==> src/design/vsss_pkg.sv <==
// Package for the vehicle safety state sequencer: state and fan codes,
// node numbering, register indexes and the beat payload types.
// Depends on nothing; every other file of the block uses it.
`default_nettype none

package vsss_pkg;

  // Width of the saturating per-node miss and mismatch counters.
  localparam int unsigned COUNT_WIDTH = 16;
  // Width of the limit registers.
  localparam int unsigned LIMIT_W     = 16;
  // Width used when a counter is compared with a limit.
  localparam int unsigned CMP_W       = (COUNT_WIDTH > LIMIT_W) ? COUNT_WIDTH : LIMIT_W;
  localparam int unsigned NUM_NODES   = 6;

  // Node positions in the masks, bit 0 is the central controller.
  localparam int unsigned N_CC  = 0;
  localparam int unsigned N_FSM = 1;
  localparam int unsigned N_RSM = 2;
  localparam int unsigned N_DIM = 3;
  localparam int unsigned N_AFC = 4;
  localparam int unsigned N_TM  = 5;

  localparam logic [LIMIT_W-1:0] HEARTBEAT_LIMIT_RST = LIMIT_W'(10);
  localparam logic [LIMIT_W-1:0] MISMATCH_LIMIT_RST  = LIMIT_W'(10);

  typedef enum logic [2:0] {
    ST_UNKNOWN = 3'd0,
    ST_GLV_ON  = 3'd1,
    ST_HV_EN   = 3'd2,
    ST_RTD     = 3'd3,
    ST_ERROR   = 3'd4,
    ST_CLEAR   = 3'd5
  } state_e;

  typedef enum logic [1:0] {
    FAN_OFF  = 2'd0,
    FAN_LOW  = 2'd1,
    FAN_FULL = 2'd2,
    FAN_ERR  = 2'd3
  } fan_e;

  typedef enum logic [0:0] {
    REG_HEARTBEAT_LIMIT = 1'b0,
    REG_MISMATCH_LIMIT  = 1'b1
  } cfg_reg_e;

  typedef struct packed {
    logic [2:0] cc_state;
    logic [2:0] fsm_state;
    logic [2:0] rsm_state;
    logic [2:0] dim_state;
    logic [2:0] afc_state;
    logic [2:0] tm_state;
    logic [5:0] heard_mask;
    logic [1:0] fan1_status;
    logic [1:0] fan2_status;
    logic [1:0] fan3_status;
    logic [2:0] requested_state;
  } tick_t;

  typedef struct packed {
    logic [2:0] system_state;
    logic [2:0] goal_state;
    logic [5:0] timeout_mask;
    logic [5:0] wrong_state_mask;
  } result_t;

  typedef struct packed {
    cfg_reg_e           index;
    logic [LIMIT_W-1:0] data;
  } cfg_t;

endpackage

`default_nettype wire

==> src/design/vsss_in_if.sv <==
// Handshake channel carrying one tick beat into the sequencer.
// Depends on vsss_pkg for the payload type.
`default_nettype none

interface vsss_in_if;
  logic            valid;
  logic            ready;
  vsss_pkg::tick_t payload;

  modport source (output valid, output payload, input ready);
  modport sink   (input valid, input payload, output ready);
endinterface

`default_nettype wire

==> src/design/vsss_out_if.sv <==
// Handshake channel carrying one result beat out of the sequencer.
// Depends on vsss_pkg for the payload type.
`default_nettype none

interface vsss_out_if;
  logic              valid;
  logic              ready;
  vsss_pkg::result_t payload;

  modport source (output valid, output payload, input ready);
  modport sink   (input valid, input payload, output ready);
endinterface

`default_nettype wire

==> src/design/vsss_cfg_if.sv <==
// Register write channel of the sequencer: register index and data.
// Depends on vsss_pkg for the payload type.
`default_nettype none

interface vsss_cfg_if;
  logic           valid;
  logic           ready;
  vsss_pkg::cfg_t payload;

  modport source (output valid, output payload, input ready);
  modport sink   (input valid, input payload, output ready);
endinterface

`default_nettype wire

==> src/design/vehicle_safety_state_sequencer.sv <==
// Vehicle safety state sequencer: goal arbitration, system state machine
// and per-node heartbeat and state monitor. Depends on vsss_pkg and the
// three channel interfaces.
//
//   Channel  Dir  Payload                     Beat
//   in_i     in   tick_t (node states, fans)  one tick
//   out_o    out  result_t (states, masks)    one result per tick
//   cfg_i    in   cfg_t (index, data)         one register write
//
// A tick beat is registered on entry and processed once the result register is
// free, when the state, counters and flags update and the result register loads.
// Throughput is one tick per cycle while the result side keeps taking results.
// The input stage keeps taking beats while a result waits, until both stages are full.
// Reset puts the system state in glv_on, clears counters and flags and
// loads both limits with ten. Register writes are always taken at once.
`default_nettype none

module vehicle_safety_state_sequencer (
  input  wire  clk_i,
  input  wire  rst_ni,
  vsss_in_if.sink    in_i,
  vsss_out_if.source out_o,
  vsss_cfg_if.sink   cfg_i
);
  import vsss_pkg::*;

  // Input stage.
  logic  in_vld_q;
  tick_t in_q;
  // Result stage.
  logic    out_vld_q;
  result_t out_q;
  // Sequencer and monitor state.
  state_e                 sys_q, sys_d;
  logic [LIMIT_W-1:0]     hb_lim_q, mm_lim_q;
  logic [COUNT_WIDTH-1:0] miss_q [NUM_NODES];
  logic [COUNT_WIDTH-1:0] miss_d [NUM_NODES];
  logic [COUNT_WIDTH-1:0] mism_q [NUM_NODES];
  logic [COUNT_WIDTH-1:0] mism_d [NUM_NODES];
  logic [NUM_NODES-1:0]   to_q, to_d, wr_q, wr_d;

  logic       adv;
  logic [2:0] ns [NUM_NODES];
  state_e     goal;
  logic       req_ok, near, crit_to, any_err, pre_err, match_cur;
  logic       fans_low, fans_high, fan_err;

  // The tick in the input stage is processed when the result register is free.
  assign adv         = in_vld_q && (!out_vld_q || out_o.ready);
  assign in_i.ready  = !in_vld_q || adv;
  assign out_o.valid = out_vld_q;
  assign out_o.payload = out_q;
  assign cfg_i.ready = 1'b1;

  // Input stage valid and payload.
  always_ff @(posedge clk_i or negedge rst_ni) begin
    if (!rst_ni) begin
      in_vld_q <= 1'b0;
    end else if (in_i.ready) begin
      in_vld_q <= in_i.valid;
    end
  end

  always_ff @(posedge clk_i) begin
    if (in_i.valid && in_i.ready) begin
      in_q <= in_i.payload;
    end
  end

  // Limit registers.
  always_ff @(posedge clk_i or negedge rst_ni) begin
    if (!rst_ni) begin
      hb_lim_q <= HEARTBEAT_LIMIT_RST;
      mm_lim_q <= MISMATCH_LIMIT_RST;
    end else if (cfg_i.valid) begin
      unique case (cfg_i.payload.index)
        REG_HEARTBEAT_LIMIT: hb_lim_q <= cfg_i.payload.data;
        REG_MISMATCH_LIMIT:  mm_lim_q <= cfg_i.payload.data;
        default:             hb_lim_q <= hb_lim_q;
      endcase
    end
  end

  // Node states in mask order.
  always_comb begin
    ns[N_CC]  = in_q.cc_state;
    ns[N_FSM] = in_q.fsm_state;
    ns[N_RSM] = in_q.rsm_state;
    ns[N_DIM] = in_q.dim_state;
    ns[N_AFC] = in_q.afc_state;
    ns[N_TM]  = in_q.tm_state;
  end

  // Goal arbitration: a step of at most one without a DIM timeout, or a return
  // to glv_on from error or clearing; anything else keeps the current state as goal.
  always_comb begin
    near = (4'(in_q.requested_state) == 4'(sys_q)) ||
           (4'(in_q.requested_state) == 4'(sys_q) + 4'd1) ||
           (4'(sys_q) == 4'(in_q.requested_state) + 4'd1);
    req_ok = (in_q.requested_state <= ST_CLEAR) &&
             ((!to_q[N_DIM] && near) ||
              (in_q.requested_state == ST_GLV_ON &&
               (sys_q == ST_ERROR || sys_q == ST_CLEAR)));
    goal = req_ok ? state_e'(in_q.requested_state) : sys_q;
  end

  // Guard terms shared by the state machine.
  always_comb begin
    crit_to = to_q[N_AFC] || to_q[N_FSM] || to_q[N_DIM] || to_q[N_CC];
    any_err = ns[N_AFC] == ST_ERROR || ns[N_FSM] == ST_ERROR ||
              ns[N_DIM] == ST_ERROR || ns[N_CC] == ST_ERROR;
    match_cur = ns[N_CC] == sys_q && ns[N_FSM] == sys_q && ns[N_AFC] == sys_q;
    fans_low  = in_q.fan1_status == FAN_LOW && in_q.fan2_status == FAN_LOW &&
                in_q.fan3_status == FAN_LOW;
    fans_high = in_q.fan1_status == FAN_FULL && in_q.fan2_status == FAN_FULL &&
                in_q.fan3_status == FAN_FULL;
    fan_err   = in_q.fan1_status == FAN_ERR || in_q.fan2_status == FAN_ERR ||
                in_q.fan3_status == FAN_ERR;
    pre_err   = crit_to || (any_err && sys_q != ST_CLEAR);
  end

  // Next system state.
  always_comb begin
    sys_d = pre_err ? ST_ERROR : sys_q;
    unique case (sys_q)
      ST_GLV_ON: begin
        if (goal == ST_HV_EN && !pre_err && match_cur && fans_low) begin
          sys_d = ST_HV_EN;
        end
      end
      ST_HV_EN: begin
        if (fan_err) begin
          sys_d = ST_ERROR;
        end else if (goal == ST_GLV_ON && !pre_err) begin
          sys_d = ST_GLV_ON;
        end else if (goal == ST_RTD && !pre_err && match_cur && fans_high) begin
          sys_d = ST_RTD;
        end
      end
      ST_RTD: begin
        if (goal == ST_HV_EN && !pre_err && match_cur && fans_low) begin
          sys_d = ST_HV_EN;
        end
      end
      ST_ERROR, ST_UNKNOWN: begin
        if (goal == ST_GLV_ON && !crit_to && ns[N_CC] == ST_ERROR &&
            ns[N_FSM] == ST_ERROR && ns[N_AFC] == ST_ERROR && !fan_err) begin
          sys_d = ST_CLEAR;
        end
      end
      ST_CLEAR: begin
        if (goal == ST_GLV_ON && ns[N_CC] == ST_CLEAR && ns[N_FSM] == ST_CLEAR &&
            ns[N_DIM] == ST_CLEAR && ns[N_AFC] == ST_CLEAR) begin
          sys_d = ST_GLV_ON;
        end
      end
      default: sys_d = sys_q;
    endcase
  end

  // Per-node monitor: saturating counters that stop once their flag is set and clear
  // on a heartbeat or a match, mismatches measured against the new system state.
  always_comb begin
    for (int i = 0; i < NUM_NODES; i++) begin
      if (in_q.heard_mask[i]) begin
        miss_d[i] = '0;
      end else if (!to_q[i] && !(&miss_q[i])) begin
        miss_d[i] = miss_q[i] + COUNT_WIDTH'(1);
      end else begin
        miss_d[i] = miss_q[i];
      end

      if (ns[i] != sys_d) begin
        if (!wr_q[i] && !(&mism_q[i])) begin
          mism_d[i] = mism_q[i] + COUNT_WIDTH'(1);
        end else begin
          mism_d[i] = mism_q[i];
        end
      end else begin
        mism_d[i] = '0;
      end

      to_d[i] = CMP_W'(miss_d[i]) > CMP_W'(hb_lim_q);
      wr_d[i] = CMP_W'(mism_d[i]) > CMP_W'(mm_lim_q);
    end
  end

  // State register and monitor state.
  always_ff @(posedge clk_i or negedge rst_ni) begin
    if (!rst_ni) begin
      sys_q <= ST_GLV_ON;
      to_q  <= '0;
      wr_q  <= '0;
      for (int i = 0; i < NUM_NODES; i++) begin
        miss_q[i] <= '0;
        mism_q[i] <= '0;
      end
    end else if (adv) begin
      sys_q <= sys_d;
      to_q  <= to_d;
      wr_q  <= wr_d;
      for (int i = 0; i < NUM_NODES; i++) begin
        miss_q[i] <= miss_d[i];
        mism_q[i] <= mism_d[i];
      end
    end
  end

  // Result register.
  always_ff @(posedge clk_i or negedge rst_ni) begin
    if (!rst_ni) begin
      out_vld_q <= 1'b0;
    end else if (adv) begin
      out_vld_q <= 1'b1;
    end else if (out_o.ready) begin
      out_vld_q <= 1'b0;
    end
  end

  always_ff @(posedge clk_i) begin
    if (adv) begin
      out_q.system_state     <= sys_d;
      out_q.goal_state       <= goal;
      out_q.timeout_mask     <= to_d;
      out_q.wrong_state_mask <= wr_d;
    end
  end

`ifndef SYNTHESIS
  // A processed tick leaves its new state and flags in the result register.
  a_result_state: assert property (@(posedge clk_i) disable iff (!rst_ni)
    adv |=> (out_q.system_state == sys_q && out_q.timeout_mask == to_q &&
             out_q.wrong_state_mask == wr_q))
    else $error("result register does not match the updated state");

  // The state only moves when a tick is processed.
  a_state_hold: assert property (@(posedge clk_i) disable iff (!rst_ni)
    !adv |=> $stable(sys_q))
    else $error("system state changed without a tick");

  // Input is refused only when both stages are full and the result is stalled.
  a_in_stall: assert property (@(posedge clk_i) disable iff (!rst_ni)
    !in_i.ready |-> (in_vld_q && out_vld_q && !out_o.ready))
    else $error("input stalled with room in the pipeline");

  // Entering hv_en from glv_on needs hv_en as accepted goal.
  a_hv_goal: assert property (@(posedge clk_i) disable iff (!rst_ni)
    (adv && sys_q == ST_GLV_ON) |=> (sys_q != ST_HV_EN || out_q.goal_state == ST_HV_EN))
    else $error("hv_en entered without a matching goal");
`endif

endmodule

`default_nettype wire

==> src/flat_wrapper.sv <==
// flat-port wrapper written by rule: the top's interface ports become plain ports
module vehicle_safety_state_sequencer_flat import vsss_pkg::*;
  (clk_i, rst_ni, in_i_valid, in_i_payload, in_i_ready, out_o_valid, out_o_payload, out_o_ready, cfg_i_valid, cfg_i_payload, cfg_i_ready);
  vsss_in_if in_i_i ();
  vsss_out_if out_o_i ();
  vsss_cfg_if cfg_i_i ();
  input  wire clk_i;
  input  wire rst_ni;
  input wire logic [$bits(in_i_i.valid)-1:0] in_i_valid;
  input wire logic [$bits(in_i_i.payload)-1:0] in_i_payload;
  output wire logic [$bits(in_i_i.ready)-1:0] in_i_ready;
  output wire logic [$bits(out_o_i.valid)-1:0] out_o_valid;
  output wire logic [$bits(out_o_i.payload)-1:0] out_o_payload;
  input wire logic [$bits(out_o_i.ready)-1:0] out_o_ready;
  input wire logic [$bits(cfg_i_i.valid)-1:0] cfg_i_valid;
  input wire logic [$bits(cfg_i_i.payload)-1:0] cfg_i_payload;
  output wire logic [$bits(cfg_i_i.ready)-1:0] cfg_i_ready;
  assign in_i_i.valid = in_i_valid;
  assign in_i_i.payload = in_i_payload;
  assign in_i_ready = in_i_i.ready;
  assign out_o_valid = out_o_i.valid;
  assign out_o_payload = out_o_i.payload;
  assign out_o_i.ready = out_o_ready;
  assign cfg_i_i.valid = cfg_i_valid;
  assign cfg_i_i.payload = cfg_i_payload;
  assign cfg_i_ready = cfg_i_i.ready;
  vehicle_safety_state_sequencer u_core (.clk_i(clk_i), .rst_ni(rst_ni), .in_i(in_i_i), .out_o(out_o_i), .cfg_i(cfg_i_i));
endmodule
==> config.mk <==
export PLATFORM = sky130hd
export DESIGN_NAME = vehicle_safety_state_sequencer_flat
export DESIGN_NICKNAME = d
export VERILOG_FILES = /design/src/design/vsss_pkg.sv /design/src/design/vsss_in_if.sv /design/src/design/vsss_out_if.sv /design/src/design/vsss_cfg_if.sv /design/src/design/vehicle_safety_state_sequencer.sv /design/src/flat_wrapper.sv
export SDC_FILE = /design/constraint.sdc
export NUM_CORES = 1
export LEC_CHECK = 0
export BUFFER_PORTS_ARGS = -buffer_cell sky130_fd_sc_hd__buf_2
export CAP_MARGIN = 30
export CORE_ASPECT_RATIO = 0.7
export CORE_UTILIZATION = 45
export DETAILED_ROUTE_END_ITERATION = 10
export GPL_TIMING_DRIVEN = 0
export PLACE_DENSITY = 0.62
export SLEW_MARGIN = 25
export SYNTH_ARGS = -nofsm -noshare
export SYNTH_HDL_FRONTEND = slang
export SYNTH_SLANG_ARGS = --single-unit
==> constraint.sdc <==
create_clock -name clk_i -period 11.4 [get_ports clk_i]
set_clock_uncertainty 0.15 [all_clocks]
set_input_delay 2.28 -clock clk_i [delete_from_list [all_inputs] [get_ports clk_i]]
set_output_delay 2.28 -clock clk_i [all_outputs]
set_load 0.01 [all_outputs]
==> results of run 1 <==
cells by family (layout without fill, tap and decap cells):
| group | after synthesis | in the layout | synth area share |
|---|---|---|---|
| XOR/XNOR | 176 | 176 | 0.0719 |
| adder cells (fa/ha/maj) | 212 | 212 | 0.124 |
| AO/OA/AOI/OAI | 508 | 508 | 0.153 |
| multiplexers | 39 | 39 | 0.0194 |
| buffers and inverters | 159 | 305 | 0.0302 |
| other | 1 | 1 | 0.000175 |
| flip-flops | 292 | 292 | 0.353 |
| AND/OR/NAND/NOR | 1136 | 1136 | 0.249 |
worst max-delay path, delay by kind of cell (launching register included):
kind | cells | cell delay [ns]
and+or+nand+nor | 9 | 2.43
adders and majority gates | 2 | 0.61
xor gates and xnor gates | 1 | 0.42
buffers and inverters | 5 | 1.34
DFF | 1 | 0.49
AOI/OAI and AO/OA | 10 | 1.97
layer usage:
metal	routed length, um	vias up
met5	0	-
met4	1740	0
met3	5220	106
met2	27400	686
met1	31800	9311
li1	-	9241
flip-flops by register name, summed over array words and instances, names as in the netlist:
signal and cells:
u_core.out_o.valid 1, u_core.sys_q 3, u_core.in_vld_q 1, u_core.wr_q 6, u_core.mm_lim_q 16, u_core.to_q 6, u_core.hb_lim_q 16, u_core.in_q 33
u_core.out_o.payload 18, u_core.mism_q 96, u_core.miss_q 96
synthesized netlist by cell type (20+ instances only):
library cell               number  area, um^2
sky130_fd_sc_hd__a22o_1        28         245
sky130_fd_sc_hd__nor4_1        23         144
sky130_fd_sc_hd__nor3_1        55         275
sky130_fd_sc_hd__dfrtp_1      236        5910
sky130_fd_sc_hd__nor2b_1       38         238
sky130_fd_sc_hd__inv_1         59         221
sky130_fd_sc_hd__clkbuf_1      76         285
sky130_fd_sc_hd__nand3_1       74         370
sky130_fd_sc_hd__o21ai_0      171         856
sky130_fd_sc_hd__ha_1         212        2650
sky130_fd_sc_hd__a31oi_1       28         175
sky130_fd_sc_hd__nand2b_1      44         275
sky130_fd_sc_hd__and3_1        31         194
sky130_fd_sc_hd__o21a_1        51         383
sky130_fd_sc_hd__edfxtp_1      51        1530
sky130_fd_sc_hd__xor2_1       115        1010
sky130_fd_sc_hd__xnor2_1       61         534
sky130_fd_sc_hd__o22ai_1       22         138
sky130_fd_sc_hd__a21o_1        34         255
sky130_fd_sc_hd__nand2_1      399        1500
sky130_fd_sc_hd__nor2_1       292        1100
sky130_fd_sc_hd__o21ai_1       20         100
sky130_fd_sc_hd__or3_1         23         144
sky130_fd_sc_hd__a21oi_1       79         395
sky130_fd_sc_hd__nand4_1       76         475
sky130_fd_sc_hd__mux2_2        20         225
area by class of cell:
class,count,area share
timing repair buffer,83,0.0226
clock inverter,13,0.00584
buffer,99,0.0177
inverter,60,0.00939
sequential,292,0.315
tap,612,0.0319
multi-input combinational,2072,0.552
clock buffer,50,0.0454
through the flow:
stage	hold slack, ns	setup slack, ns
detailed placement	0.346	3.86
finish	0.342	3.72
CTS	0.354	3.81
global route	0.371	3.17
global placement	0.318	3.19
floorplan	0.299	5.05
power by group through the flow:
stage	Sequential, uW	Combinational, uW	Clock (uW)
after floorplan	1250	646	0
after global placement	1270	911	0
after detailed placement	1280	947	0
after CTS	1260	956	1230
after global routing	1270	1070	1270
final	1260	969	1200
how the worst max path moves through the flow:
stage               slack [ns]             from                 endpoint
finish                    3.72  u_core.sys_q[1]  u_core.out_o.payload[3]
global route              3.17  u_core.sys_q[1]  u_core.out_o.payload[3]
CTS                       3.81  u_core.sys_q[1]  u_core.out_o.payload[3]
detailed placement        3.86  u_core.sys_q[1]  u_core.out_o.payload[3]
global placement          3.19           rst_ni        u_core.miss_q[69]
floorplan                 5.05  u_core.sys_q[1]  u_core.out_o.payload[1]
==> run metrics, run 1 <==
final hold violations 0; worst min-delay path class flip-flop to flip-flop; # rows 66; highest-count cells in the layout ignoring fill and taps sky130_fd_sc_hd__nand2_1 (399), sky130_fd_sc_hd__nor2_1 (292), sky130_fd_sc_hd__dfrtp_1 (236); pin count of the biggest net entering global routing 80; setup repair after global routing missed its margin false; DIE AREA 48,600 um^2; vias after detailed routing 19.3k; final-layout setup total negative slack 0 ns; endpoints failing setup 0; average detailed-routed wire length per instance 20.1 um; GRT met2 Usage 0.402; nets 2,910; leak pwr 0.0110 uW; instance count of the mapped netlist 2,523; CP Data Required Time 11.51 ns; post_cts resized 0; DP Wirelength 48,500 um; DP Cell Count 3,215; count of buffers from port buffering 74; Switching Fraction 0.346; clock sinks 292; fin util 0.513; arrival time worst endpoint 7.79 ns; post-synthesis cell area 21,500 um^2; min cycle time layout 7.68 ns; area occupied by multi-input gates 13,200 um^2; average footprint of a synthesized cell 8.50 um^2; measured slew at the worst slew-check pin 1.09 ns; post-cts hold buffer count 0; later-pin clock latency in the skew report 0.54 ns; internal power 2240 uW; maximum clock frequency 130 MHz; gr ovfl total 0; share of power burned in registers 0.367; global placer's final weighted congestion 0.913; share of flip-flops with an asynchronous set or reset after synthesis 0.825; max_cap viols 0; initial antenna violation count 3; Worst Hold End u_core.out_o.valid; global routing usage summed across all routing layers 0.272; number of clock buffers inserted by TritonCTS 35; VDD IR max 0.105 mV; main flop type after synthesis sky130_fd_sc_hd__dfrtp_1; total placed instance area 22,700 um^2; Synth Warn # 0; first-pass GRT wire length 103,000 um; cell count of the worst hold path 1; clock transition time at the flip-flop clock pins of the worst setup and hold paths 0.07 ns; core region area 46,700 um^2; tightest slew margin relative to the limit 0.270; met1 Track Usage GR 0.398; via count normalized by instance count 5.90; vias in the first global route 18.3k; count of unique library cells instantiated by Yosys 74; register bit total from synthesis 292; number of I/O pins 76; post-CTS repair timing setup buffer count 0; maximum clock path buffer count 3; clock tree from TritonCTS yes; reported net switching power 1190 uW; drt initial violations 1,683; met3 track demand over resource in global routing 0.0525; DRC violations left 0; register cell area after layout 7570 um^2; vertical die dimension 185 um; count of flip-flops with a built-in enable after synthesis 51; total length of routed wires 66,100 um; die width 263 um; part of the power in the clock network 0.351; FF-to-FF End u_core.out_o.payload[3]; synthesized netlist net count 2,790; CP peak stage delay 0.51 ns; share of final-layout standard cells stronger than drive strength 1 0.0802; Worst Path Class, Setup flip-flop to flip-flop; share of the cycle needed by the critical path after routing 0.674; total power draw 3430 uW; result of the run finished, final reports clean; Final Non-Filler Cells 3,281; Clock Root Buffer sky130_fd_sc_hd__clkbuf_16; htree depth 2; final instance area 24,000 um^2; type of origin of the critical path flip-flop; Reg2Reg Launch Point u_core.sys_q[1]; slowest stage cell, crit path sky130_fd_sc_hd__or4_1; areal power density over the cells 143 nW/um^2; setup slack on the worst flop-to-flop path 3.72 ns; hold path startpoint u_core.in_vld_q; Ant. Diodes 0; first-pass detailed-route iteration total 6; most used routing layer in global routing met2; layout overhead on the synthesized area 11.8%; initial cell density of the core 0.459; post-route ant nets 0; length in cells of the worst reg-to-reg path 27; final count of pins violating max slew 0; relative contribution of combinational cells to total power 0.282; kind of end point of the critical path flip-flop; commonest non-fill, non-tap cell in the layout sky130_fd_sc_hd__nand2_1; post-synthesis sequential area ratio 0.353; biggest fanout along the worst timing path 10; Filler Cells Inserted 4,386
(Power assumes the default switching activity.)
==> run 2: changes to the inputs <==
- ABC_AREA: not set -> 1
- clock period: 11.4 -> 7.2 ns (I/O delays scaled with it)
==> run metrics, run 2 <==
post-route ant nets 0; vias in the first global route 18.6k; result of the run finished, final reports clean; share of the cycle needed by the critical path after routing 0.678; proportion of netlist area held by the largest area contributor 0.276; leak pwr 0.0120 uW; DIE AREA 48,500 um^2; synthesized netlist net count 3,105; layout overhead on the synthesized area 11.4%; min cycle time layout 4.88 ns; initial cell density of the core 0.459; share of flip-flops with an asynchronous set or reset after synthesis 0.825; htree depth 2; kind of end point of the critical path flip-flop; final hold violations 0; commonest cells in the synthesized netlist sky130_fd_sc_hd__nand2_1 (790), sky130_fd_sc_hd__inv_1 (384), sky130_fd_sc_hd__dfrtp_1 (236); count of buffers from port buffering 74; die width 263 um; DP Wirelength 45,800 um; dominant cells by area after synthesis sky130_fd_sc_hd__dfrtp_1 (28%), sky130_fd_sc_hd__nand2_1 (14%), sky130_fd_sc_hd__ha_1 (12%); areal power density over the cells 268 nW/um^2; later-pin clock latency in the skew report 0.54 ns; worst hold slack 0.331 ns; total length of routed wires 62,200 um; maximum clock frequency 205 MHz; count of unique library cells instantiated by Yosys 53; # rows 66; first-pass GRT wire length 99,100 um; worst min-delay path class flip-flop to flip-flop; measured slew at the worst slew-check pin 0.913 ns; VDD IR max 0.196 mV; register bit total from synthesis 292; biggest registers after layout u_core.mism_q: 96 flops, u_core.miss_q: 96 flops, u_core.in_q: 33 flops; clock tree from TritonCTS yes; most common cell in the netlist sky130_fd_sc_hd__nand2_1; max_cap viols 0; vertical die dimension 185 um; setup repair after global routing missed its margin false; endpoints failing setup 0; gr ovfl total 0; type of origin of the critical path flip-flop; commonest non-fill, non-tap cell in the layout sky130_fd_sc_hd__nand2_1; Synth Warn # 0; highest-count cells in the layout ignoring fill and taps sky130_fd_sc_hd__nand2_1 (790), sky130_fd_sc_hd__inv_1 (383), sky130_fd_sc_hd__dfrtp_1 (236); nets 3,221; global routing usage summed across all routing layers 0.258; post-synthesis sequential area ratio 0.353; Final Non-Filler Cells 3,592; average detailed-routed wire length per instance 17.3 um; post_cts resized 0; core region area 46,700 um^2; instance count of the mapped netlist 2,838; initial antenna violation count 1; CP peak stage delay 0.65 ns; Clock Root Buffer sky130_fd_sc_hd__clkbuf_16; clock transition time at the flip-flop clock pins of the worst setup and hold paths 0.07 ns; slowest stage cell, crit path sky130_fd_sc_hd__dfstp_2; final count of pins violating max slew 0; arrival time worst endpoint 5.13 ns; biggest fanout along the worst timing path 10; post-cts hold buffer count 0; count of flip-flops with a built-in enable after synthesis 51; first-pass detailed-route iteration total 7; maximum clock path buffer count 3; post-synthesis cell area 21,400 um^2; tightest slew margin relative to the limit 0.391; area occupied by multi-input gates 11,900 um^2; cell repeated most along the worst path sky130_fd_sc_hd__nand2_1; number of I/O pins 76; main flop type after synthesis sky130_fd_sc_hd__dfrtp_1; register cell area after layout 7570 um^2; CP Data Required Time 7.44 ns; average footprint of a synthesized cell 7.55 um^2; pin count of the biggest net entering global routing 91; share of final-layout standard cells stronger than drive strength 1 0.0930; number of clock buffers inserted by TritonCTS 35; final instance area 23,900 um^2; post-CTS repair timing setup buffer count 0; drt initial violations 1,856; DP Cell Count 3,529; via count normalized by instance count 5.45; clock sinks 292; Worst Path Class, Setup flip-flop to flip-flop; Filler Cells Inserted 4,441; total placed instance area 22,700 um^2; post-synthesis cell type with the largest combined area sky130_fd_sc_hd__dfrtp_1; DRC violations left 0; vias after detailed routing 19.6k; global placer's final weighted congestion 0.893
run 2: cell count changes after synthesis, sizes merged, moves of 47 or more:
cell,previous run,this run
a21oi,79,138
inv,60,401
nand2,399,805
nand3,74,198
nor2,294,161
o21a,52,5
xor2,115,63
run 2: routing by layer:
layer	vias up	share of wire	track usage	wire, um
met1	9127	0.49	0.377	30300
met3	124	0.075	0.0497	4640
li1	9634	-	-	-
met2	688	0.41	0.383	25500
met5	-	0	0	0
met4	0	0.028	0.0781	1740
run 2: worst max-delay path, delay by kind of cell, from the launching register on:
kind | cells | cell delay (ns)
flops | 1 | 0.65
buf+inv | 3 | 0.38
simple gates | 21 | 2.00
compound gates | 5 | 0.79
xor+xnor | 1 | 0.14
fa+ha+maj | 2 | 0.62
run 2: cell families after synthesis:
kind of cell / count (synthesis) / synth area share
simple gates: 1345 / 0.283
buf+inv: 481 / 0.0914
compound gates: 410 / 0.109
flops: 292 / 0.353
fa+ha+maj: 212 / 0.124
xor+xnor: 94 / 0.0384
mux: 3 / 0.00158
other cells: 1 / 0.000175
run 2: cell type report:
cell class | instances | share of cell area
diodes | 1 | 0.000105
plain buffers | 79 | 0.0188
clock buffers | 44 | 0.0407
clock inverters | 18 | 0.00974
inverters | 402 | 0.0634
multi-input cells | 2065 | 0.499
flip-flops and latches | 292 | 0.317
well taps | 612 | 0.0321
repair buffers | 79 | 0.0198
run 2: power by group:
group / leakage [uW] / switching, uW / internal, uW
sequential: 0.00375 / 165 / 1880
clock: 0.000585 / 761 / 1140
combinational: 0.00764 / 1650 / 819
total: 0.0120 / 2570 / 3840
run 2: per-stage QoR:
step	setup TNS [ns]	utilization	setup slack [ns]	power, uW
2_1_floorplan	0	-	3.14	3790
3_5_place_dp	0	0.485	2.33	4500
6_report	0	0.511	2.32	6410
3_3_place_gp	-21.37	0.483	-0.121	4420
4_1_cts	0	0.511	2.30	6440
5_1_grt	0	0.511	1.93	6840
run 2: path summary, 6_finish.rpt:
| check | from | endpoint | slack (ns) | cells past startpoint |
|---|---|---|---|---|
| worst max-delay path | u_core.sys_q[0] | u_core.wr_q[0] | 2.32 | 32 |
| worst min-delay path | u_core.mism_q[89] | u_core.mism_q[89] | 0.33 | 2 |
| worst max register to register | u_core.sys_q[0] | u_core.wr_q[0] | 2.32 | 32 |
| worst min register to register | u_core.mism_q[89] | u_core.mism_q[89] | 0.33 | 2 |
| max in group asynchronous | rst_ni | u_core.mism_q[57] | 4.94 | 3 |
| min in group asynchronous | rst_ni | u_core.miss_q[55] | 0.72 | 1 |
==> run 3: changes to the inputs <==
- ABC_AREA: 1 -> 0
- clock period: 7.2 -> 4.79 ns (I/O delays scaled with it)
==> run metrics, run 3 (synthesis results as in run 1) <==
result of the run finished with violations; failing checks setup timing; final hold violations 0; highest-count cells in the layout ignoring fill and taps sky130_fd_sc_hd__nand2_1 (399), sky130_fd_sc_hd__nor2_1 (281), sky130_fd_sc_hd__dfrtp_1 (235); initial antenna violation count 2; global placer's final weighted congestion 0.918; core region area 46,700 um^2; clock tree from TritonCTS yes; endpoints failing setup 12; vias in the first global route 18.4k; average detailed-routed wire length per instance 20.4 um; internal power 5590 uW; clock sinks 292; tightest slew margin relative to the limit 0.270; biggest registers after layout u_core.mism_q: 96 flops, u_core.miss_q: 96 flops, u_core.in_q: 33 flops; relative contribution of combinational cells to total power 0.334; top layer reached by signal wires met4; gr ovfl total 0; Metal-1 WL 32,700 um; share of final-layout standard cells stronger than drive strength 1 0.134; final count of pins violating max slew 0; total length of routed wires 68,300 um; Switching Fraction 0.349; die width 263 um; worst hold slack 0.0607 ns; first-pass GRT wire length 105,000 um; post-cts hold buffer count 0; vertical die dimension 185 um; pin count of the biggest net entering global routing 85; via count normalized by instance count 5.88; vias after detailed routing 19.7k; measured slew at the worst slew-check pin 1.10 ns; Clock Root Buffer sky130_fd_sc_hd__clkbuf_16; areal power density over the cells 341 nW/um^2; min cycle time layout 6.04 ns; later-pin clock latency in the skew report 0.54 ns; global routing usage summed across all routing layers 0.277; initial cell density of the core 0.459; commonest non-fill, non-tap cell in the layout sky130_fd_sc_hd__nand2_1; Worst Path Class, Setup flip-flop to flip-flop; Filler Cells Inserted 4,323; post-route ant nets 0; DRC violations left 0; Ant. Diodes 0; htree depth 2; leak pwr 0.0114 uW; CP peak stage delay 0.62 ns; number of I/O pins 76; DP Wirelength 48,600 um; number of clock buffers inserted by TritonCTS 34; first-pass detailed-route iteration total 6; drt initial violations 1,899; total power draw 8590 uW; part of the power in the clock network 0.317; type of origin of the critical path flip-flop; VDD IR max 0.275 mV; arrival time worst endpoint 6.15 ns; biggest fanout along the worst timing path 5; nets 2,978; maximum clock frequency 166 MHz; met3 routed wirelength 5560 um; # rows 66; setup repair after global routing missed its margin true; clock transition time at the flip-flop clock pins of the worst setup and hold paths 0.07 ns; share of power burned in registers 0.349; share of the cycle needed by the critical path after routing 1.26; max_cap viols 0; DIE AREA 48,600 um^2; worst min-delay path class input port to async pin; slowest stage cell, crit path sky130_fd_sc_hd__dfstp_2; kind of end point of the critical path flip-flop; final-layout setup total negative slack -13.83 ns; maximum clock path buffer count 3; met2 wirelength from detailed routing 28,400 um; final worst-path setup slack -1.25 ns; count of buffers from port buffering 74; CP Data Required Time 4.90 ns; reported net switching power 3000 uW; layout overhead on the synthesized area 17.5%
[run 3: changes by cell type in the layout (fill, tap and decap cells not counted), sizes merged, moves of 46 or more]
cell,change
inv,-342
nand3,-124
xor2,+52
nand2,-406
nor3,-46
a21oi,-59
nor2,+133
o21a,+47
buf,+63
[run 3: area by class of cell]
type | count | area, um^2 | area share
Inverter | 60 | 243 | 0.00963
Clock inverter | 14 | 166 | 0.00660
Clock buffer | 48 | 975 | 0.0387
Timing Repair Buffer | 160 | 1170 | 0.0465
Buffer | 91 | 503 | 0.0200
Tap cell | 612 | 766 | 0.0304
Multi-Input combinational cell | 2072 | 13800 | 0.548
Sequential cell | 292 | 7570 | 0.300
[run 3: path summary, 6_finish.rpt]
| path | startpoint | endpoint | slack [ns] | cells past startpoint |
|---|---|---|---|---|
| min in group clk_i | u_core.in_vld_q | u_core.out_o.valid | 0.36 | 1 |
| max reg2reg | u_core.sys_q[0] | u_core.out_o.payload[1] | -1.25 | 28 |
| min | rst_ni | u_core.mism_q[39] | 0.06 | 1 |
| min reg2reg | u_core.in_vld_q | u_core.out_o.valid | 0.36 | 1 |
| max | u_core.sys_q[0] | u_core.out_o.payload[1] | -1.25 | 28 |
| max in group asynchronous | rst_ni | u_core.miss_q[48] | 3.41 | 3 |
[run 3: critical path: cells and delay by family, from the launching register on]
kind                       cells  cell delay (ns)
AOI/OAI and AO/OA             13             2.40
adders and majority gates      1             0.22
buffers and inverters          6             0.74
DFF                            1             0.62
and+or+nand+nor                8             1.60
[run 3: metal layers]
metal / up-vias / track usage
li1: 9374 / -
met2: 711 / 0.411
met4: 0 / 0.0732
met3: 113 / 0.0486
met5: - / 0
met1: 9478 / 0.411
[run 3: repair_timing]
action / 4_1_cts / 5_1_grt
gates resized for setup: 74 / 67
endpoints found under the setup margin: 73 / 86
pin swaps: 58 / 40
buffers inserted: 61 / 19
gates cloned: 1 / 0
[run 3: power by group through the flow]
| stage | Sequential, uW | Clock, uW | Combinational [uW] |
|---|---|---|---|
| detailed placement | 3030 | 0 | 2290 |
| floorplan | 2980 | 0 | 1570 |
| finish | 3000 | 2720 | 2870 |
| global placement | 3020 | 0 | 2200 |
| global route | 3030 | 2850 | 3120 |
| CTS | 2990 | 2770 | 2590 |
[run 3: through the flow]
| stage | instance area [um^2] | worst slack (ns) | utilization | cells |
|---|---|---|---|---|
| 3_5_place_dp | 22900 | -1.96 | 0.490 | 3214 |
| 2_1_floorplan | 21600 | -1.14 | - | 2523 |
| 3_3_place_gp | 22800 | -2.54 | 0.487 | 3209 |
| 5_1_grt | 25200 | -1.52 | 0.539 | 3349 |
| 6_report | 25200 | -1.25 | 0.539 | 3349 |
| 4_1_cts | 24800 | -1.32 | 0.531 | 3333 |
